### config.mk
export PLATFORM = sky130hd
export DESIGN_NAME = string_literal_escaper
export DESIGN_NICKNAME = d
export VERILOG_FILES = /design/src/hw/rtl/sle_pkg.sv /design/src/hw/rtl/sle_front.sv /design/src/hw/rtl/sle_queue.sv /design/src/hw/rtl/sle_seqchk.sv /design/src/hw/rtl/sle_back.sv /design/src/hw/rtl/string_literal_escaper.sv
export SDC_FILE = /design/constraint.sdc
export NUM_CORES = 1
export LEC_CHECK = 0
export ABC_CLOCK_PERIOD_IN_PS = 14300
export BUFFER_PORTS_ARGS = -buffer_cell sky130_fd_sc_hd__buf_2
export CORE_MARGIN = 2
export CORE_UTILIZATION = 30
export CTS_CLUSTER_SIZE = 20
export DETAILED_ROUTE_END_ITERATION = 16
export PLACE_DENSITY_LB_ADDON = 0.08
export SLEW_MARGIN = 30
export SYNTH_ARGS = -nofsm -noshare
export SYNTH_HDL_FRONTEND = slang
export SYNTH_SLANG_ARGS = --single-unit
### constraint.sdc
create_clock -name clk_i -period 14.3 [get_ports clk_i]
set_input_delay 0 -clock clk_i [delete_from_list [all_inputs] [get_ports clk_i]]
set_output_delay 0 -clock clk_i [all_outputs]
set_load 0.05 [all_outputs]
### src/hw/rtl/sle_pkg.sv
// sle_pkg: shared types, constants and helper functions for the string literal escaper.
// No dependencies; every other file of the block imports it.
`timescale 1ns / 1ps

package sle_pkg;

  localparam int MaxSequence = 6;
  localparam int HeldCntW    = $clog2(MaxSequence + 1);
  localparam int QueueDepth  = 2;
  localparam int QPtrW       = (QueueDepth > 1) ? $clog2(QueueDepth) : 1;
  localparam int QCntW       = $clog2(QueueDepth + 1);

  // locale register codes; the two unused codes behave as ascii
  localparam logic [2:0] LOC_ASCII   = 3'd0;
  localparam logic [2:0] LOC_GB2312  = 3'd1;
  localparam logic [2:0] LOC_GBK     = 3'd2;
  localparam logic [2:0] LOC_GB18030 = 3'd3;
  localparam logic [2:0] LOC_BIG5    = 3'd4;
  localparam logic [2:0] LOC_UTF8    = 3'd5;

  localparam logic [7:0] CHAR_QUOTE  = 8'h22;
  localparam logic [7:0] CHAR_BSLASH = 8'h5C;
  localparam logic [7:0] CHAR_ZERO   = 8'h30;

  typedef logic [MaxSequence-1:0][7:0] held_t;
  typedef logic [HeldCntW-1:0]         held_cnt_t;

  typedef enum logic [1:0] {
    KIND_BYTE,
    KIND_LAST,
    KIND_EMPTY
  } item_kind_e;

  typedef struct packed {
    logic [7:0] data;
    item_kind_e kind;
  } q_entry_t;

  typedef enum logic [1:0] {
    SQ_WAIT,
    SQ_FAIL,
    SQ_OK
  } seq_status_e;

  typedef struct packed {
    seq_status_e status;
    logic [2:0]  len;
  } seq_res_t;

  // second character of a two-character escape, zero when the byte has none
  function automatic logic [7:0] escape_letter(input logic [7:0] b);
    logic [7:0] r;
    case (b)
      8'h07:   r = 8'h61;
      8'h08:   r = 8'h62;
      8'h0C:   r = 8'h66;
      8'h0A:   r = 8'h6E;
      8'h0D:   r = 8'h72;
      8'h09:   r = 8'h74;
      8'h0B:   r = 8'h76;
      8'h5C:   r = 8'h5C;
      8'h22:   r = 8'h22;
      8'h27:   r = 8'h27;
      default: r = 8'h00;
    endcase
    return r;
  endfunction

  // three decimal digit characters, hundreds in entry 0
  function automatic logic [2:0][7:0] dec_digits(input logic [7:0] b);
    logic [1:0]  h;
    logic [7:0]  r;
    logic [15:0] p;
    logic [3:0]  t;
    logic [7:0]  o;
    logic [2:0][7:0] d;
    if (b >= 8'd200) begin
      h = 2'd2;
      r = b - 8'd200;
    end else if (b >= 8'd100) begin
      h = 2'd1;
      r = b - 8'd100;
    end else begin
      h = 2'd0;
      r = b;
    end
    // r / 10 for r below 100
    p = {8'd0, r} * 16'd205;
    t = p[14:11];
    o = r - ({4'd0, t} * 8'd10);
    d[0] = CHAR_ZERO + {6'd0, h};
    d[1] = CHAR_ZERO + {4'd0, t};
    d[2] = CHAR_ZERO + {4'd0, o[3:0]};
    return d;
  endfunction

endpackage

### src/hw/rtl/sle_front.sv
// sle_front: input handshake and item classification for the escaper.
// Depends on sle_pkg; feeds the request queue (sle_queue).
`timescale 1ns / 1ps

module sle_front
  import sle_pkg::*;
(
  input  logic       in_valid_i,
  output logic       in_ready_o,
  input  logic [7:0] data_byte_i,
  input  logic       last_byte_i,
  input  logic       empty_string_i,
  input  logic       q_full_i,
  output logic       push_o,
  output q_entry_t   entry_o
);

  assign in_ready_o = !q_full_i;
  assign push_o     = in_valid_i && !q_full_i;

  // an empty request ends the string whatever last_byte says
  always_comb begin
    entry_o.data = data_byte_i;
    if (empty_string_i) begin
      entry_o.kind = KIND_EMPTY;
    end else if (last_byte_i) begin
      entry_o.kind = KIND_LAST;
    end else begin
      entry_o.kind = KIND_BYTE;
    end
  end

endmodule

### src/hw/rtl/sle_queue.sv
// sle_queue: short request queue between the front and the back engine.
// Depends on sle_pkg for the entry type and depth.
`timescale 1ns / 1ps

module sle_queue
  import sle_pkg::*;
(
  input  logic     clk_i,
  input  logic     rst_ni,
  input  logic     push_i,
  input  q_entry_t entry_i,
  output logic     full_o,
  output logic     valid_o,
  output q_entry_t entry_o,
  input  logic     pop_i
);

  q_entry_t             mem_q [QueueDepth];
  logic [QPtrW-1:0]     wr_ptr_q, wr_ptr_d;
  logic [QPtrW-1:0]     rd_ptr_q, rd_ptr_d;
  logic [QCntW-1:0]     cnt_q, cnt_d;
  logic                 do_push, do_pop;

  assign full_o  = (cnt_q == QCntW'(QueueDepth));
  assign valid_o = (cnt_q != '0);
  assign entry_o = mem_q[rd_ptr_q];
  assign do_push = push_i && !full_o;
  assign do_pop  = pop_i && valid_o;

  always_comb begin
    wr_ptr_d = wr_ptr_q;
    rd_ptr_d = rd_ptr_q;
    cnt_d    = cnt_q;
    if (do_push) begin
      wr_ptr_d = (wr_ptr_q == QPtrW'(QueueDepth - 1)) ? '0 : wr_ptr_q + 1'b1;
    end
    if (do_pop) begin
      rd_ptr_d = (rd_ptr_q == QPtrW'(QueueDepth - 1)) ? '0 : rd_ptr_q + 1'b1;
    end
    if (do_push && !do_pop) begin
      cnt_d = cnt_q + 1'b1;
    end else if (do_pop && !do_push) begin
      cnt_d = cnt_q - 1'b1;
    end
  end

  always_ff @(posedge clk_i or negedge rst_ni) begin
    if (!rst_ni) begin
      wr_ptr_q <= '0;
      rd_ptr_q <= '0;
      cnt_q    <= '0;
    end else begin
      wr_ptr_q <= wr_ptr_d;
      rd_ptr_q <= rd_ptr_d;
      cnt_q    <= cnt_d;
    end
  end

  always_ff @(posedge clk_i) begin
    if (do_push) begin
      mem_q[wr_ptr_q] <= entry_i;
    end
  end

endmodule

### src/hw/rtl/sle_seqchk.sv
// sle_seqchk: judges the held bytes as a multibyte sequence of the selected locale.
// Depends on sle_pkg; used by the back engine (sle_back).
`timescale 1ns / 1ps

module sle_seqchk
  import sle_pkg::*;
(
  input  held_t      held_i,
  input  held_cnt_t  cnt_i,
  input  logic       end_i,
  input  logic [2:0] mode_i,
  output seq_res_t   res_o
);

  function automatic logic in_rng(input logic [7:0] v, input logic [7:0] lo,
                                  input logic [7:0] hi);
    return (v >= lo) && (v <= hi);
  endfunction

  seq_status_e miss;
  logic [2:0]  ulen;
  logic        done;
  logic [7:0]  b0, b1, b2, b3;

  assign b0 = held_i[0];
  assign b1 = held_i[1];
  assign b2 = held_i[2];
  assign b3 = held_i[3];

  // utf-8 length from the lead byte, zero for a byte that cannot lead
  always_comb begin
    if (b0 < 8'hC0)      ulen = 3'd0;
    else if (b0 < 8'hE0) ulen = 3'd2;
    else if (b0 < 8'hF0) ulen = 3'd3;
    else if (b0 < 8'hF8) ulen = 3'd4;
    else if (b0 < 8'hFC) ulen = 3'd5;
    else if (b0 < 8'hFE) ulen = 3'd6;
    else                 ulen = 3'd0;
  end

  always_comb begin
    // a missing byte at the end of the string counts as failure
    miss         = end_i ? SQ_FAIL : SQ_WAIT;
    res_o.status = SQ_FAIL;
    res_o.len    = 3'd0;
    done         = 1'b0;
    unique case (mode_i) inside
      LOC_GB2312: begin
        if (in_rng(b0, 8'hA1, 8'hF7)) begin
          if (cnt_i < held_cnt_t'(2)) begin
            res_o.status = miss;
          end else if (in_rng(b1, 8'hA1, 8'hFE)) begin
            res_o.status = SQ_OK;
            res_o.len    = 3'd2;
          end
        end
      end
      LOC_GBK, LOC_GB18030: begin
        if (in_rng(b0, 8'h81, 8'hFE)) begin
          if (cnt_i < held_cnt_t'(2)) begin
            res_o.status = miss;
          end else if (in_rng(b1, 8'h40, 8'hFE) && (b1 != 8'h7F)) begin
            res_o.status = SQ_OK;
            res_o.len    = 3'd2;
          end else if ((mode_i == LOC_GB18030) && in_rng(b1, 8'h30, 8'h39)) begin
            if (cnt_i < held_cnt_t'(3)) begin
              res_o.status = miss;
            end else if (in_rng(b2, 8'h81, 8'hFE)) begin
              if (cnt_i < held_cnt_t'(4)) begin
                res_o.status = miss;
              end else if (in_rng(b3, 8'h30, 8'h39)) begin
                res_o.status = SQ_OK;
                res_o.len    = 3'd4;
              end
            end
          end
        end
      end
      LOC_BIG5: begin
        if (in_rng(b0, 8'h81, 8'hFE)) begin
          if (cnt_i < held_cnt_t'(2)) begin
            res_o.status = miss;
          end else if (in_rng(b1, 8'h40, 8'h7E) || in_rng(b1, 8'hA1, 8'hFE)) begin
            res_o.status = SQ_OK;
            res_o.len    = 3'd2;
          end
        end
      end
      LOC_UTF8: begin
        if ((ulen != 3'd0) && (int'(ulen) <= MaxSequence)) begin
          for (int k = 1; k < MaxSequence; k++) begin
            if (!done && (k < int'(ulen))) begin
              if (k >= int'(cnt_i)) begin
                res_o.status = miss;
                done         = 1'b1;
              end else if (held_i[k][7:6] != 2'b10) begin
                res_o.status = SQ_FAIL;
                done         = 1'b1;
              end
            end
          end
          if (!done) begin
            res_o.status = SQ_OK;
            res_o.len    = ulen;
          end
        end
      end
      default: begin
        res_o.status = SQ_FAIL;
      end
    endcase
  end

endmodule

### src/hw/rtl/sle_back.sv
// sle_back: back engine that holds pending bytes and emits the quoted literal.
// Depends on sle_pkg and sle_seqchk; takes requests from sle_queue.
`timescale 1ns / 1ps

module sle_back
  import sle_pkg::*;
(
  input  logic       clk_i,
  input  logic       rst_ni,
  input  logic       q_valid_i,
  input  q_entry_t   q_entry_i,
  output logic       q_pop_o,
  input  logic [2:0] locale_i,
  output logic       out_valid_o,
  input  logic       out_ready_i,
  output logic [7:0] out_char_o,
  output logic       last_char_o
);

  typedef enum logic [2:0] {
    S_FETCH,
    S_OPEN,
    S_DRAIN,
    S_TAIL,
    S_PASS,
    S_CLOSE
  } state_e;

  state_e          state_q, state_d;
  logic            inside_q, inside_d;
  logic            end_q, end_d;
  held_t           held_q, held_d;
  held_cnt_t       cnt_q, cnt_d;
  logic [2:0][7:0] tail_q, tail_d;
  logic [1:0]      tail_n_q, tail_n_d;
  logic [2:0]      pass_n_q, pass_n_d;
  logic            out_valid_q, out_valid_d;
  logic [7:0]      out_char_q, out_char_d;
  logic            out_last_q, out_last_d;

  logic            can_emit, emit, pop;
  logic [7:0]      head, esc;
  logic            printable;
  seq_res_t        seq;

  sle_seqchk u_seqchk (
    .held_i (held_q),
    .cnt_i  (cnt_q),
    .end_i  (end_q),
    .mode_i (locale_i),
    .res_o  (seq)
  );

  assign head      = held_q[0];
  assign esc       = escape_letter(head);
  assign printable = (head >= 8'h20) && (head < 8'h7F);
  assign can_emit  = !out_valid_q || out_ready_i;

  always_comb begin
    state_d    = state_q;
    inside_d   = inside_q;
    end_d      = end_q;
    held_d     = held_q;
    cnt_d      = cnt_q;
    tail_d     = tail_q;
    tail_n_d   = tail_n_q;
    pass_n_d   = pass_n_q;
    out_char_d = out_char_q;
    out_last_d = out_last_q;
    emit       = 1'b0;
    pop        = 1'b0;
    q_pop_o    = 1'b0;

    unique case (state_q)
      S_FETCH: begin
        if (q_valid_i) begin
          q_pop_o = 1'b1;
          end_d   = (q_entry_i.kind != KIND_BYTE);
          if ((q_entry_i.kind != KIND_EMPTY) && (cnt_q < held_cnt_t'(MaxSequence))) begin
            held_d[cnt_q] = q_entry_i.data;
            cnt_d         = cnt_q + 1'b1;
          end
          state_d = inside_q ? S_DRAIN : S_OPEN;
        end
      end
      S_OPEN: begin
        if (can_emit) begin
          emit       = 1'b1;
          out_char_d = CHAR_QUOTE;
          out_last_d = 1'b0;
          inside_d   = 1'b1;
          state_d    = S_DRAIN;
        end
      end
      S_DRAIN: begin
        if (cnt_q == '0) begin
          state_d = end_q ? S_CLOSE : S_FETCH;
        end else if (esc != 8'h00) begin
          if (can_emit) begin
            emit       = 1'b1;
            pop        = 1'b1;
            out_char_d = CHAR_BSLASH;
            out_last_d = 1'b0;
            tail_d[0]  = esc;
            tail_n_d   = 2'd1;
            state_d    = S_TAIL;
          end
        end else if (printable) begin
          if (can_emit) begin
            emit       = 1'b1;
            pop        = 1'b1;
            out_char_d = head;
            out_last_d = 1'b0;
          end
        end else begin
          unique case (seq.status)
            SQ_WAIT: begin
              // lead byte stays held until more bytes arrive
              state_d = end_q ? S_CLOSE : S_FETCH;
            end
            SQ_OK: begin
              if (can_emit) begin
                emit       = 1'b1;
                pop        = 1'b1;
                out_char_d = head;
                out_last_d = 1'b0;
                pass_n_d   = seq.len - 3'd1;
                state_d    = S_PASS;
              end
            end
            default: begin
              if (can_emit) begin
                emit       = 1'b1;
                pop        = 1'b1;
                out_char_d = CHAR_BSLASH;
                out_last_d = 1'b0;
                tail_d     = dec_digits(head);
                tail_n_d   = 2'd3;
                state_d    = S_TAIL;
              end
            end
          endcase
        end
      end
      S_TAIL: begin
        if (can_emit) begin
          emit       = 1'b1;
          out_char_d = tail_q[0];
          out_last_d = 1'b0;
          tail_d[0]  = tail_q[1];
          tail_d[1]  = tail_q[2];
          tail_n_d   = tail_n_q - 2'd1;
          if (tail_n_q == 2'd1) begin
            state_d = S_DRAIN;
          end
        end
      end
      S_PASS: begin
        if (can_emit) begin
          emit       = 1'b1;
          pop        = 1'b1;
          out_char_d = head;
          out_last_d = 1'b0;
          pass_n_d   = pass_n_q - 3'd1;
          if (pass_n_q == 3'd1) begin
            state_d = S_DRAIN;
          end
        end
      end
      S_CLOSE: begin
        if (can_emit) begin
          emit       = 1'b1;
          out_char_d = CHAR_QUOTE;
          out_last_d = 1'b1;
          inside_d   = 1'b0;
          cnt_d      = '0;
          state_d    = S_FETCH;
        end
      end
      default: begin
        state_d = S_FETCH;
      end
    endcase

    // drop the head byte and move the rest down
    if (pop) begin
      for (int i = 0; i < MaxSequence - 1; i++) begin
        held_d[i] = held_q[i+1];
      end
      cnt_d = cnt_q - 1'b1;
    end

    if (emit) begin
      out_valid_d = 1'b1;
    end else if (out_ready_i) begin
      out_valid_d = 1'b0;
    end else begin
      out_valid_d = out_valid_q;
    end
  end

  always_ff @(posedge clk_i or negedge rst_ni) begin
    if (!rst_ni) begin
      state_q     <= S_FETCH;
      inside_q    <= 1'b0;
      end_q       <= 1'b0;
      cnt_q       <= '0;
      tail_n_q    <= '0;
      pass_n_q    <= '0;
      out_valid_q <= 1'b0;
    end else begin
      state_q     <= state_d;
      inside_q    <= inside_d;
      end_q       <= end_d;
      cnt_q       <= cnt_d;
      tail_n_q    <= tail_n_d;
      pass_n_q    <= pass_n_d;
      out_valid_q <= out_valid_d;
    end
  end

  always_ff @(posedge clk_i) begin
    held_q     <= held_d;
    tail_q     <= tail_d;
    out_char_q <= out_char_d;
    out_last_q <= out_last_d;
  end

  assign out_valid_o = out_valid_q;
  assign out_char_o  = out_char_q;
  assign last_char_o = out_last_q;

endmodule

### src/hw/rtl/string_literal_escaper.sv
// String literal escaper: takes a string one byte per request and emits it as a double-quoted
// literal, one character at a time on the output channel. A request is taken into a two-entry
// queue, so the input side keeps accepting while the back engine is busy or the output stalls,
// until the queue is full. The back engine fetches a request and then emits each character
// (opening quote, pass-through byte, each character of a two- or four-character escape,
// closing quote) whenever the output can take it. It then passes once more through the drain
// state, which finds either nothing left to emit or a held lead byte that has to wait for more
// bytes. Possible lead bytes of a multibyte sequence are held (up to six) until the sequence is
// confirmed or fails. The locale register resets to utf8 and should only be written while no
// string request is in flight.
// Depends on sle_pkg, sle_front, sle_queue and sle_back.
`timescale 1ns / 1ps

module string_literal_escaper
  import sle_pkg::*;
(
  input  logic       clk_i,
  input  logic       rst_ni,
  input  logic       in_valid_i,
  output logic       in_ready_o,
  input  logic [7:0] data_byte_i,
  input  logic       last_byte_i,
  input  logic       empty_string_i,
  output logic       out_valid_o,
  input  logic       out_ready_i,
  output logic [7:0] out_char_o,
  output logic       last_char_o,
  input  logic       cfg_we_i,
  input  logic [2:0] cfg_wdata_i
);

  logic [2:0] locale_q;
  logic       push, q_full, q_valid, q_pop;
  q_entry_t   push_entry, head_entry;

  always_ff @(posedge clk_i or negedge rst_ni) begin
    if (!rst_ni) begin
      locale_q <= LOC_UTF8;
    end else if (cfg_we_i) begin
      locale_q <= cfg_wdata_i;
    end
  end

  sle_front u_front (
    .in_valid_i     (in_valid_i),
    .in_ready_o     (in_ready_o),
    .data_byte_i    (data_byte_i),
    .last_byte_i    (last_byte_i),
    .empty_string_i (empty_string_i),
    .q_full_i       (q_full),
    .push_o         (push),
    .entry_o        (push_entry)
  );

  sle_queue u_queue (
    .clk_i   (clk_i),
    .rst_ni  (rst_ni),
    .push_i  (push),
    .entry_i (push_entry),
    .full_o  (q_full),
    .valid_o (q_valid),
    .entry_o (head_entry),
    .pop_i   (q_pop)
  );

  sle_back u_back (
    .clk_i       (clk_i),
    .rst_ni      (rst_ni),
    .q_valid_i   (q_valid),
    .q_entry_i   (head_entry),
    .q_pop_o     (q_pop),
    .locale_i    (locale_q),
    .out_valid_o (out_valid_o),
    .out_ready_i (out_ready_i),
    .out_char_o  (out_char_o),
    .last_char_o (last_char_o)
  );

endmodule

==> impl_results.rst, run 1 <==
.. list-table::
   :header-rows: 1

   * - Metric
     - Value
   * - Library cell used as clock root buffer
     - sky130_fd_sc_hd__clkbuf_16
   * - Placed Cells incl. Taps
     - ~1100
   * - Synth cell types
     - ~80
   * - CTS-repair resized insts
     - 0
   * - Critical Path Fanout Max
     - 14
   * - Peak per-stage delay on the critical path
     - around 590 ps
   * - Syn. warnings
     - 0
   * - Area used by multi-input combinational logic
     - 4290 µm²
   * - Setup repair after global routing missed its margin
     - false
   * - Top-level port count
     - 29
   * - Detailed-route DRC error count
     - 1
   * - Via Count
     - approximately 6100
   * - First-pass iteration count of the detailed router
     - 13
   * - Number of global-route vias before repair
     - just over 6000
   * - Element type at the critical path end
     - flop
   * - Clock transition at the register clock pins on the worst setup and hold paths after CTS
     - ~60 ps
   * - Number of standard cells after synthesis
     - a little under 800
   * - Initial antenna violation count
     - 0
   * - Number of hold violations in the final report
     - 0
   * - Proportion of netlist area held by the largest area contributor
     - around 34%
   * - Leading post-synthesis cells by cell area
     - sky130_fd_sc_hd__edfxtp_1 34%, sky130_fd_sc_hd__ha_1 9.7%, sky130_fd_sc_hd__dfrtp_1 5.9%, sky130_fd_sc_hd__mux2_2 4.8%, sky130_fd_sc_hd__nor2_1 4.3%
   * - Buffers from clock root to sink, at most
     - 2
   * - Via/cell ratio
     - roughly 5.2
   * - Clock tree from TritonCTS
     - done
   * - Violations in the final reports
     - design-rule violations
   * - Most used flip-flop cell after synthesis
     - sky130_fd_sc_hd__edfxtp_1
   * - Port bufs
     - 28
   * - Pin slew with the least headroom to its limit
     - 982 ps
   * - Class of the most critical setup path
     - reg2reg
   * - Remaining number of nets flagged by the antenna check after routing
     - 0
   * - Post-layout net count
     - 910
   * - Number of buffers inserted by post-CTS setup repair
     - 0
   * - Area occupied by registers
     - between 3000 and 4000 µm²
   * - FF+latch count, synth
     - 113
   * - Skew final
     - ~15 ps
   * - Startpoint Class
     - flop
   * - Final count of negative-setup-slack endpoints
     - 0
   * - Die Outline Area
     - roughly 28000 µm²
   * - DIE WIDTH
     - 167 µm
   * - Final instance count without filler cells
     - between 1000 and 1500
   * - Maximum capacitance violations
     - 0
   * - Setup TNS
     - 0 ps
   * - Slew HR
     - between 30% and 40%
   * - DR iter-0 viols
     - around 340
   * - Cell breakdown of the critical path
     - inv_1, ha_1, or4b_1, a21oi_2, nor2_1, a22oi_1, xnor2_1, ha_1, inv_1, fa_1, fa_1, inv_1, fa_1, ha_1, a21o_1, a21oi_1, o21ai_0, nand2_1, xnor2_1, ha_1, fa_1, xor2_1, xnor3_1, xor2_1
   * - Chip Height
     - 167 µm
   * - Syn_area_per_cell
     - just over 10 µm²
   * - Cell area after synthesis
     - 8010 µm²
   * - DP Wirelength
     - approximately 15000 µm
   * - Number of CTS-inserted buffers
     - 17
   * - Worst-Skew Late Latency
     - between 400 and 500 ps
   * - Global-route wire length before repair
     - about 33000 µm
   * - Peak clock frequency supported by timing
     - ~150 MHz
   * - Area leader, netlist
     - sky130_fd_sc_hd__edfxtp_1
   * - Register area share after synthesis
     - ~40%
   * - Data required time at the worst endpoint
     - 14470 ps
   * - Sinks on Clock Net
     - 113
   * - Share of async-settable or async-resettable flops after synthesis
     - 18.6%
   * - Deepest level of the CTS H-tree
     - 4
   * - Total Routing Usage GR
     - 15.1%
   * - Critical path data arrival time
     - between 7000 and 8000 ps
   * - Number of rows in the core area
     - between 50 and 60
   * - Net Count, Synth
     - approximately 900
   * - Run status
     - finished, violations left
   * - Maximum number of pins on one net before global-route repair
     - just under 50
   * - Post-route clock period utilization
     - 47.8%
   * - Per-cell routed wire length
     - around 18 µm
   * - Post-layout min period
     - just under 7000 ps
   * - Routed WL
     - about 21000 µm
   * - Floorplan core area
     - roughly 26000 µm²
   * - Classification of the worst-slack hold path
     - in2async
   * - Remaining Overflow, GRT
     - 0
   * - Slowest cell on the critical path
     - sky130_fd_sc_hd__edfxtp_1
   * - Gp weighted congestion
     - around 0.85
   * - Filler cells
     - 2668
   * - Syn-to-layout area delta
     - 14.5%
   * - Number of enable flip-flop cells after synthesis
     - between 90 and 100
   * - Number of diodes
     - 0
   * - Proportion of layout cells with a drive suffix above 1
     - around 15%
   * - Slew Limit Fails
     - 0
   * - Initial Utilization
     - slightly above 30%
[cell usage in the layout (no fill, tap or decap), types with 13 or more instances in the layout]
master                           n
sky130_fd_sc_hd__ha_1           62
sky130_fd_sc_hd__nand2_1        48
sky130_fd_sc_hd__o21ai_0        33
sky130_fd_sc_hd__nor2_1         92
sky130_fd_sc_hd__dlygate4sd3_1  18
sky130_fd_sc_hd__nor2b_1        15
sky130_fd_sc_hd__mux2_2         34
sky130_fd_sc_hd__buf_2          29
sky130_fd_sc_hd__a31oi_1        16
sky130_fd_sc_hd__inv_1          65
sky130_fd_sc_hd__a21oi_1        33
sky130_fd_sc_hd__nand3_1        16
sky130_fd_sc_hd__clkbuf_16      17
sky130_fd_sc_hd__edfxtp_1       92
sky130_fd_sc_hd__dfrtp_1        19
sky130_fd_sc_hd__nor3_1         13
[metrics by stage]
| step | instance area (µm²) | util [%] | hold WS (ps) | setup WS, ps |
|---|---|---|---|---|
| after floorplan | 8010 | - | -296 | 8090 |
| after global placement | 8420 | 32.2 | -3.26 | 7680 |
| after detailed placement | 8420 | 32.2 | 2.07 | 7480 |
| after CTS | 9180 | 35.1 | 93.7 | 7470 |
| after global routing | 9180 | 35.1 | 131 | 7120 |
| final | 9180 | 35.1 | 84.1 | 7460 |
[cells in the mapped netlist (5+ instances only)]
| library cell | number |
|---|---|
| sky130_fd_sc_hd__and4_1 | 6 |
| sky130_fd_sc_hd__a22oi_1 | 6 |
| sky130_fd_sc_hd__nand2b_1 | 9 |
| sky130_fd_sc_hd__mux2_2 | 34 |
| sky130_fd_sc_hd__edfxtp_1 | 92 |
| sky130_fd_sc_hd__mux2i_1 | 10 |
| sky130_fd_sc_hd__o21bai_1 | 6 |
| sky130_fd_sc_hd__fa_1 | 12 |
| sky130_fd_sc_hd__a211o_1 | 6 |
| sky130_fd_sc_hd__xnor2_1 | 11 |
| sky130_fd_sc_hd__dfrtp_1 | 19 |
| sky130_fd_sc_hd__inv_1 | 65 |
| sky130_fd_sc_hd__a21oi_1 | 33 |
| sky130_fd_sc_hd__nand4_1 | 11 |
| sky130_fd_sc_hd__nor4_1 | 5 |
| sky130_fd_sc_hd__a21o_1 | 6 |
| sky130_fd_sc_hd__nand3_1 | 16 |
| sky130_fd_sc_hd__o21a_1 | 5 |
| sky130_fd_sc_hd__clkbuf_1 | 18 |
| sky130_fd_sc_hd__nor2b_1 | 15 |
| sky130_fd_sc_hd__buf_4 | 5 |
| sky130_fd_sc_hd__nor2_1 | 92 |
| sky130_fd_sc_hd__xor2_1 | 5 |
| sky130_fd_sc_hd__nor3_1 | 13 |
| sky130_fd_sc_hd__mux2_4 | 12 |
| sky130_fd_sc_hd__nand3b_1 | 5 |
| sky130_fd_sc_hd__o21ai_0 | 33 |
| sky130_fd_sc_hd__ha_1 | 62 |
| sky130_fd_sc_hd__buf_1 | 5 |
| sky130_fd_sc_hd__nand2_1 | 48 |
| sky130_fd_sc_hd__a31oi_1 | 16 |
| sky130_fd_sc_hd__or3_1 | 9 |
| sky130_fd_sc_hd__and3_1 | 5 |
| sky130_fd_sc_hd__a211oi_1 | 11 |
[cell type report]
| type | instances | share of cell area [%] |
|---|---|---|
| timing repair buffer | 51 | 3.87 |
| inverter | 66 | 2.70 |
| clock inverter | 15 | 1.65 |
| multi-input combinational | 569 | 46.7 |
| clock buffer | 17 | 4.63 |
| tap | 335 | 4.57 |
| sequential | 113 | 35.9 |
[path summary, 6_finish.rpt]
path	to	startpoint	cells past startpoint	slack (ps)
max reg2reg	u_back.tail_q[19]	u_back.head[4]	24	7460
min in group clk_i	u_back.last_char_o	out_ready_i	4	240
max in group asynchronous	locale_q[0]	rst_ni	2	13860
min	u_back.state_q[1]	rst_ni	2	80
max	u_back.tail_q[19]	u_back.head[4]	24	7460
min reg2reg	u_queue.wr_ptr_q	u_queue.wr_ptr_q	1	500
[kinds of logic after synthesis]
kind of cell / share of synthesized area, %
xor+xnor: 2.03
buf+inv: 5.42
flops: 41.1
compound gates: 14.2
simple gates: 16.3
fa+ha+maj: 12.7
mux: 8.27
[flip-flops by register name, indices dropped and copies added, names as in the netlist]
register,cells
u_back.held_q,40
u_queue.mem_q,20
u_back.tail_q,15
u_back.head,8
u_back.out_char_o,8
locale_q,3
u_back.cnt_q,3
u_back.pass_n_q,3
u_back.state_q,3
u_back.tail_n_q,2
u_queue.cnt_q,2
u_back.end_q,1
u_back.inside_q,1
u_back.last_char_o,1
u_back.out_valid_o,1
u_queue.rd_ptr_q,1
u_queue.wr_ptr_q,1
[layer usage]
metal	global-route usage, %	vias to the layer above	wire [µm]
li1	-	2928	-
met1	20.4	3003	10000
met2	25.3	119	9970
met3	2.74	14	692
met4	3.86	0	193
met5	0	-	0
[worst max-delay path: cells and delay by family (launching register included)]
kind | cells | cell delay [ps]
DFF | 1 | 590
AOI/OAI and AO/OA | 5 | 1190
xor gates and xnor gates | 5 | 820
and+or+nand+nor | 3 | 760
adders and majority gates | 8 | 2860
buffers and inverters | 3 | 370
[timing repair]
item,4_1_cts,5_1_grt
endpoints found under the hold margin,45,0
setup endpoints to repair,0,0
hold buffers,18,0
Power of run 1 is not shown: default switching activity piles up to over one toggle a cycle in this logic, so the estimate is an artifact.
==> inputs of run 2 (changes only) <==
--- a/config.mk
+++ b/config.mk
@@ -5,7 +5,8 @@
 export SDC_FILE = /design/constraint.sdc
 export NUM_CORES = 1
 export LEC_CHECK = 0
-export ABC_CLOCK_PERIOD_IN_PS = 14300
+export ABC_AREA = 1
+export ABC_CLOCK_PERIOD_IN_PS = 6800
 export BUFFER_PORTS_ARGS = -buffer_cell sky130_fd_sc_hd__buf_2
 export CORE_MARGIN = 2
 export CORE_UTILIZATION = 30
==> constraint.sdc (replaced) <==
create_clock -name clk_i -period 6.8 [get_ports clk_i]
set_input_delay 0 -clock clk_i [delete_from_list [all_inputs] [get_ports clk_i]]
set_output_delay 0 -clock clk_i [all_outputs]
set_load 0.05 [all_outputs]
==> run 2 against run 1 <==
Effect of this change:
- the flow now finishes without violations
- die area up 2.7%
- area after synthesis up 2.8%
- clock-buffer cell count up 1
- register-to-register slack worse by 6900 ps
- sequential share of layout area is 1.2 points lower
- final cell count grew 18%
- fmax up 8.9%
- first-iteration DRC count up 15%
- critical path depth up 7
==> impl_results.rst, run 2 <==
.. list-table::
   :header-rows: 1

   * - Metric
     - Value
   * - Cell area after synthesis
     - 8240 µm² (+2.8%)
   * - CP bufs+invs
     - 5 (+2)
   * - Top Registers
     - u_back.held_q x40, u_queue.mem_q x20, u_back.tail_q x15
   * - Maximum number of pins on one net before global-route repair
     - 50 (+2.0%)
   * - Synth cell types
     - 58 (-28%)
   * - Startpoint Class
     - flop
   * - First-pass iteration count of the detailed router
     - 7 (-6)
   * - Routed WL
     - 20900 µm (about the same)
   * - Slew Limit Fails
     - 0 (unchanged)
   * - Class of the most critical setup path
     - reg2reg
   * - Syn-to-layout area delta
     - 15.4%
   * - Number of global-route vias before repair
     - 6457 (+5.4%)
   * - Final count of negative-setup-slack endpoints
     - 0 (unchanged)
   * - Initial Utilization
     - 30.6% (-0.11 points)
   * - Die Outline Area
     - 28800 µm² (+2.7%)
   * - Area leader, netlist
     - sky130_fd_sc_hd__edfxtp_1
   * - Per-cell routed wire length
     - 15.2 µm (-15%)
   * - Register area share after synthesis
     - 40.0% (-1.1 points)
   * - Peak clock frequency supported by timing
     - 159 MHz (+8.9%)
   * - Post-route clock period utilization
     - 92.3% (+44 points)
   * - Detailed-route DRC error count
     - 0 (-1)
   * - Data required time at the worst endpoint
     - 6980 ps (-7490 ps)
   * - Initial antenna violation count
     - 0 (unchanged)
   * - Floorplan core area
     - 27000 µm² (+3.1%)
   * - DP Wirelength
     - 16300 µm (+7.3%)
   * - Most used flip-flop cell after synthesis
     - sky130_fd_sc_hd__edfxtp_1
   * - Number of CTS-inserted buffers
     - 17 (unchanged)
   * - Number of rows in the core area
     - 60 (+1.7%)
   * - Commonest cells post-synth
     - 210 x sky130_fd_sc_hd__nand2_1, 132 x sky130_fd_sc_hd__inv_1, 92 x sky130_fd_sc_hd__edfxtp_1, 84 x sky130_fd_sc_hd__nor2_1, 62 x sky130_fd_sc_hd__ha_1
   * - Library cell used as clock root buffer
     - sky130_fd_sc_hd__clkbuf_16
   * - Pin slew with the least headroom to its limit
     - 914 ps (-67.7 ps)
   * - Most common cell in the synthesized netlist
     - sky130_fd_sc_hd__nand2_1
   * - Share of async-settable or async-resettable flops after synthesis
     - 18.6% (unchanged)
   * - Number of standard cells after synthesis
     - 966 (+23%)
   * - Minimum setup slack among reg-to-reg paths
     - 520 ps (-6940 ps)
   * - Run status
     - finished, final reports clean
   * - Proportion of layout cells with a drive suffix above 1
     - 16.5% (+1.2 points)
   * - Slowest cell on the critical path
     - sky130_fd_sc_hd__fa_1
   * - Via Count
     - 6505 (+7.3%)
   * - Number of diodes
     - 0 (unchanged)
   * - Worst-Skew Late Latency
     - 430 ps (about the same)
   * - Setup TNS
     - 0 ps (unchanged)
   * - FF+latch count, synth
     - 113 (unchanged)
   * - Deepest level of the CTS H-tree
     - 4 (unchanged)
   * - Via/cell ratio
     - 4.74 (-8.8%)
   * - Clock transition at the register clock pins on the worst setup and hold paths after CTS
     - 60 ps (about the same)
   * - DIE WIDTH
     - 170 µm (+1.3%)
   * - Post-layout net count
     - 1111 (+22%)
   * - Number of cells on the critical path
     - 31 (+29%)
   * - Number of enable flip-flop cells after synthesis
     - 92 (unchanged)
   * - Total Routing Usage GR
     - 15.4% (+0.26 points)
   * - DR iter-0 viols
     - 391 (+15%)
   * - Leading post-synthesis cells by cell area
     - sky130_fd_sc_hd__edfxtp_1 34%, sky130_fd_sc_hd__nand2_1 9.6%, sky130_fd_sc_hd__ha_1 9.4%, sky130_fd_sc_hd__inv_1 6.0%, sky130_fd_sc_hd__dfrtp_1 5.8%
   * - Critical Path Fanout Max
     - 7 (-7)
   * - Syn. warnings
     - 0 (unchanged)
   * - Kind of cell adding the most delay to the critical path
     - adder cells
   * - Register name with the most flops
     - u_back.held_q
   * - Gp weighted congestion
     - 0.858 (+0.56%)
   * - Syn_area_per_cell
     - 8.53 µm² (-17%)
   * - Global-route wire length before repair
     - 34100 µm (+2.0%)
   * - Critical Path Most Common Cell
     - sky130_fd_sc_hd__nand2_1
   * - Setup repair after global routing missed its margin
     - false
   * - Highest-count cells in the layout ignoring fill and taps
     - 210 x sky130_fd_sc_hd__nand2_1, 132 x sky130_fd_sc_hd__inv_1, 92 x sky130_fd_sc_hd__edfxtp_1
   * - Number of hold violations in the final report
     - 0 (unchanged)
   * - Remaining number of nets flagged by the antenna check after routing
     - 0 (unchanged)
   * - Critical path data arrival time
     - 6460 ps (-550 ps)
   * - Maximum capacitance violations
     - 0 (unchanged)
   * - Proportion of netlist area held by the largest area contributor
     - 33.5% (-0.93 points)
   * - End-of-flow core utilization
     - 35.3% (+0.14 points)
   * - Clock tree from TritonCTS
     - done
   * - Remaining Overflow, GRT
     - 0 (unchanged)
   * - Peak per-stage delay on the critical path
     - 510 ps (-80 ps)
   * - Chip Height
     - 170 µm (+1.3%)
   * - Port bufs
     - 28 (unchanged)
   * - Top-level port count
     - 29 (unchanged)
   * - Sinks on Clock Net
     - 113 (unchanged)
   * - Register-to-Register Path Depth
     - 31 (+29%)
   * - Net Count, Synth
     - 1058 (+21%)
   * - Number of flip-flops under the largest register name
     - 40 (unchanged)
   * - Post-layout min period
     - 6280 ps (-561 ps)
   * - Slew HR
     - 39.0% (+4.4 points)
   * - Skew final
     - 12.9 ps (-2.41 ps)
   * - Buffers from clock root to sink, at most
     - 2 (unchanged)
   * - Classification of the worst-slack hold path
     - in2async
   * - Most common cell after layout, fill and taps aside
     - sky130_fd_sc_hd__nand2_1
   * - Element type at the critical path end
     - flop
==> run 2: changes by cell type after synthesis, sizes merged, moves of 8 or more <==
cell,delta
nor2b,-15
o21ai,+57
nor3,+13
nand2,+200
a211oi,-11
inv,+72
a31oi,-8
nand3,+29
clkbuf,-8
or3,-9
mux2i,-9
nand2b,-9
mux2,-38
==> run 2: layout make-up <==
cell class	instances	area (µm²)
fill	2794	17400
inverter	139	522
multi-input combinational	690	4250
sequential	113	3290
tap	341	427
clock inverter	12	168
clock buffer	18	429
timing repair buffer	58	415
==> run 2: cell families (layout without fill, tap and decap cells) <==
group / Yosys count / in the layout / synth area share, %
simple gates: 435 / 435 / 23.9
buf+inv: 163 / 227 / 8.74
compound gates: 158 / 158 / 12.4
flops: 113 / 113 / 40.0
fa+ha+maj: 74 / 74 / 12.3
xor+xnor: 14 / 14 / 1.49
mux: 9 / 9 / 1.22
==> run 2: layer usage <==
metal	global-route usage (%)	vias to the layer above	share of wire, %
met3	3.03	28	2.8
met5	0	-	0
met1	19.6	3048	47
met4	4.68	0	1.8
met2	26.4	88	48
li1	-	3341	-
==> run 2: path summary, 6_finish.rpt <==
check / startpoint / end
max: u_back.head[0] / u_back.tail_q[19]
min: rst_ni / u_queue.cnt_q[0]
max reg2reg: u_back.head[0] / u_back.tail_q[19]
min reg2reg: u_back.inside_q / u_back.inside_q
max in group asynchronous: rst_ni / locale_q[2]
min in group clk_i: out_ready_i / u_back.last_char_o
==> run 2: metrics by stage <==
| stage | cell area [µm²] | worst slack [ps] | cells | hold slack [ps] |
|---|---|---|---|---|
| after floorplan | 8240 | 1040 | 966 | -296 |
| after global placement | 8680 | 588 | 1321 | 11.9 |
| after detailed placement | 8690 | 488 | 1321 | 3.78 |
| after CTS | 9490 | 453 | 1371 | 77.9 |
| after global routing | 9500 | 12.4 | 1371 | 137 |
| final | 9500 | 524 | 1371 | 83.2 |
==> run 2: what timing repair did <==
item | in CTS | in global routing
gates resized for setup | 0 | 1
hold buffers | 20 | 0
setup buffers | 0 | 0
hold endpoints to repair | 45 | 0
endpoints found under the setup margin | 0 | 1
Power of run 2 is left out for the same reason.
==> inputs of run 3 (changes only) <==
--- a/config.mk
+++ b/config.mk
@@ -6,7 +6,7 @@
 export NUM_CORES = 1
 export LEC_CHECK = 0
 export ABC_AREA = 1
-export ABC_CLOCK_PERIOD_IN_PS = 6800
+export ABC_CLOCK_PERIOD_IN_PS = 6980
 export BUFFER_PORTS_ARGS = -buffer_cell sky130_fd_sc_hd__buf_2
 export CORE_MARGIN = 2
 export CORE_UTILIZATION = 30
==> constraint.sdc (replaced) <==
create_clock -name clk_i -period 6.98 [get_ports clk_i]
set_input_delay 0 -clock clk_i [delete_from_list [all_inputs] [get_ports clk_i]]
set_output_delay 0 -clock clk_i [all_outputs]
set_load 0.05 [all_outputs]
==> run 3 against run 2 <==
Effect of this change:
- utilization decreased by 0.13 points
- setup slack gained 110 ps
- register-to-register slack improved by 110 ps
- final cell count is the same
- global-route usage grew 0.19 points
- die area unchanged
- non-clock buffer count unchanged
- worst hold slack worse by 3.4 ps
- sequential share of layout area increased by 0.13 points
- routed wire length up 2.7%
- critical path type unchanged
==> impl_results.rst, run 3 (same netlist as run 2, synthesis figures left out) <==
.. list-table::
   :header-rows: 1

   * - Metric
     - Value
   * - Run status
     - finished, final reports clean
   * - Remaining number of nets flagged by the antenna check after routing
     - 0 (unchanged)
   * - Library cell used as clock root buffer
     - sky130_fd_sc_hd__clkbuf_16
   * - Final Hold Slack
     - 79.8 ps (-3.38 ps)
   * - Critical path data arrival time
     - 6530 ps (+70 ps)
   * - Number of global-route vias before repair
     - 6502 (+0.70%)
   * - Hold-fix buffers at CTS
     - 20 (unchanged)
   * - Port bufs
     - 28 (unchanged)
   * - Number of diodes
     - 0 (unchanged)
   * - Post-route worst setup slack
     - 633 ps (+109 ps)
   * - Clock tree from TritonCTS
     - done
   * - Sinks on Clock Net
     - 113 (unchanged)
   * - Number of flip-flops under the largest register name
     - 40 (unchanged)
   * - Critical Path Fanout Max
     - 7 (unchanged)
   * - Peak per-stage delay on the critical path
     - 510 ps (about the same)
   * - Global-route wire length before repair
     - 34500 µm (+1.3%)
   * - Setup repair after global routing missed its margin
     - false
   * - Clock transition at the register clock pins on the worst setup and hold paths after CTS
     - 60 ps (about the same)
   * - Floorplan core area
     - 27000 µm² (unchanged)
   * - Die Outline Area
     - 28800 µm² (unchanged)
   * - Post-layout min period
     - 6350 ps (+70.7 ps)
   * - Post-route clock period utilization
     - 90.9% (-1.4 points)
   * - Critical path startpoint
     - u_back.head[0]
   * - Maximum number of pins on one net before global-route repair
     - 57 (+14%)
   * - Classification of the worst-slack hold path
     - in2async
   * - Class of the most critical setup path
     - reg2reg
   * - Proportion of layout cells with a drive suffix above 1
     - 16.3% (-0.19 points)
   * - Slowest cell on the critical path
     - sky130_fd_sc_hd__fa_1
   * - Top-level port count
     - 29 (unchanged)
   * - Routed WL
     - 21500 µm (+2.7%)
   * - Top Registers
     - u_back.held_q x40, u_queue.mem_q x20, u_back.tail_q x15
   * - Post-layout net count
     - 1111 (unchanged)
   * - Post-placement setup slack
     - 645 ps (+157 ps)
   * - Initial Utilization
     - 30.6% (unchanged)
   * - Number of CTS-inserted buffers
     - 17 (unchanged)
   * - Per-cell routed wire length
     - 15.7 µm (+2.7%)
   * - Via/cell ratio
     - 4.72 (-0.58%)
   * - Crit Reg-Reg Startpoint
     - u_back.head[0]
   * - Finished layout cell area
     - 9470 µm² (-0.38%)
   * - Data required time at the worst endpoint
     - 7160 ps (+180 ps)
   * - Element type at the critical path end
     - flop
   * - Maximum capacitance violations
     - 0 (unchanged)
   * - Slew Limit Fails
     - 0 (unchanged)
   * - DP Wirelength
     - 16700 µm (+2.3%)
   * - CTS-repair resized insts
     - 0 (unchanged)
   * - First-pass iteration count of the detailed router
     - 5 (-2)
   * - Register name with the most flops
     - u_back.held_q
   * - Buffers from clock root to sink, at most
     - 2 (unchanged)
   * - Number of rows in the core area
     - 60 (unchanged)
   * - Detailed-route DRC error count
     - 0 (unchanged)
   * - Gp weighted congestion
     - 0.852 (-0.71%)
   * - Critical Path Most Common Cell
     - sky130_fd_sc_hd__nand2_1
   * - Peak clock frequency supported by timing
     - 158 MHz (-1.1%)
   * - Most common cell after layout, fill and taps aside
     - sky130_fd_sc_hd__nand2_1
   * - Pin slew with the least headroom to its limit
     - 1010 ps (+99.9 ps)
   * - Initial antenna violation count
     - 0 (unchanged)
   * - Setup TNS
     - 0 ps (unchanged)
   * - Highest-count cells in the layout ignoring fill and taps
     - 210 x sky130_fd_sc_hd__nand2_1, 132 x sky130_fd_sc_hd__inv_1, 92 x sky130_fd_sc_hd__edfxtp_1
   * - Via Count
     - 6467 (-0.58%)
   * - Startpoint Class
     - flop
   * - Number of buffers inserted by post-CTS setup repair
     - 0 (unchanged)
   * - Final count of negative-setup-slack endpoints
     - 0 (unchanged)
   * - DIE WIDTH
     - 170 µm (unchanged)
   * - DR iter-0 viols
     - 327 (-16%)
   * - Skew final
     - 9.51 ps (-3.35 ps)
   * - Number of hold violations in the final report
     - 0 (unchanged)
   * - Syn-to-layout area delta
     - 15.0%
   * - Area after DPL
     - 8690 µm² (about the same)
   * - Slew HR
     - 31.9% (-7.1 points)
   * - Worst-Skew Late Latency
     - 420 ps (about the same)
   * - Chip Height
     - 170 µm (unchanged)
   * - Remaining Overflow, GRT
     - 0 (unchanged)
   * - Deepest level of the CTS H-tree
     - 4 (unchanged)
   * - Total Routing Usage GR
     - 15.6% (+0.19 points)
==> run 3: changes by cell type in the layout (fill, tap and decap cells not counted) <==
| cell | delta |
|---|---|
| sky130_fd_sc_hd__bufinv_16 | -1 |
| sky130_fd_sc_hd__clkinv_2 | +1 |
| sky130_fd_sc_hd__clkinv_4 | +1 |
| sky130_fd_sc_hd__clkinvlp_4 | -1 |
| sky130_fd_sc_hd__nor3_1 | +1 |
| sky130_fd_sc_hd__nor3_2 | -1 |
| sky130_fd_sc_hd__xor2_1 | +1 |
| sky130_fd_sc_hd__xor2_2 | -1 |
==> run 3: stage by stage <==
stage | cells | util, %
after floorplan | 966 | -
after global placement | 1321 | 32.2
after detailed placement | 1321 | 32.2
after CTS | 1371 | 35.1
after global routing | 1371 | 35.1
final | 1371 | 35.1
==> run 3: final timing paths <==
kind / slack (ps) / cells after the start / endpoint
setup / recovery: 630 / 31 / u_back.tail_q[19]
max in group asynchronous: 6540 / 2 / locale_q[0]
hold / removal: 80 / 2 / u_back.inside_q
setup reg to reg: 630 / 31 / u_back.tail_q[19]
min in group clk_i: 140 / 5 / u_back.last_char_o
hold reg to reg: 480 / 2 / u_back.tail_n_q[1]
==> run 3: critical path: cells and delay by family (launching register included) <==
kind                       cells  cell delay [ps]
adders and majority gates      8             2930
and+or+nand+nor               13             1040
AOI/OAI and AO/OA              3              650
buffers and inverters          5              540
DFF                            1              480
xor gates and xnor gates       2              450
==> run 3: routing by layer <==
metal  wire length [µm]  vias to the layer above  global-route usage (%)
li1                   -                     3334                       -
met1              10100                     2989                    20.1
met2              10200                      113                    26.2
met3                670                       31                    3.08
met4                471                        0                    5.35
met5                  0                        -                       0
==> run 3: layout make-up <==
class	instances	area [µm²]
Clock inverter	12	144
Timing Repair Buffer	58	415
Multi-Input combinational cell	690	4240
Fill cell	2810	17500
Inverter	139	522
Tap cell	341	427
Clock buffer	18	429
Sequential cell	113	3290
Power of run 3 is left out for the same reason.
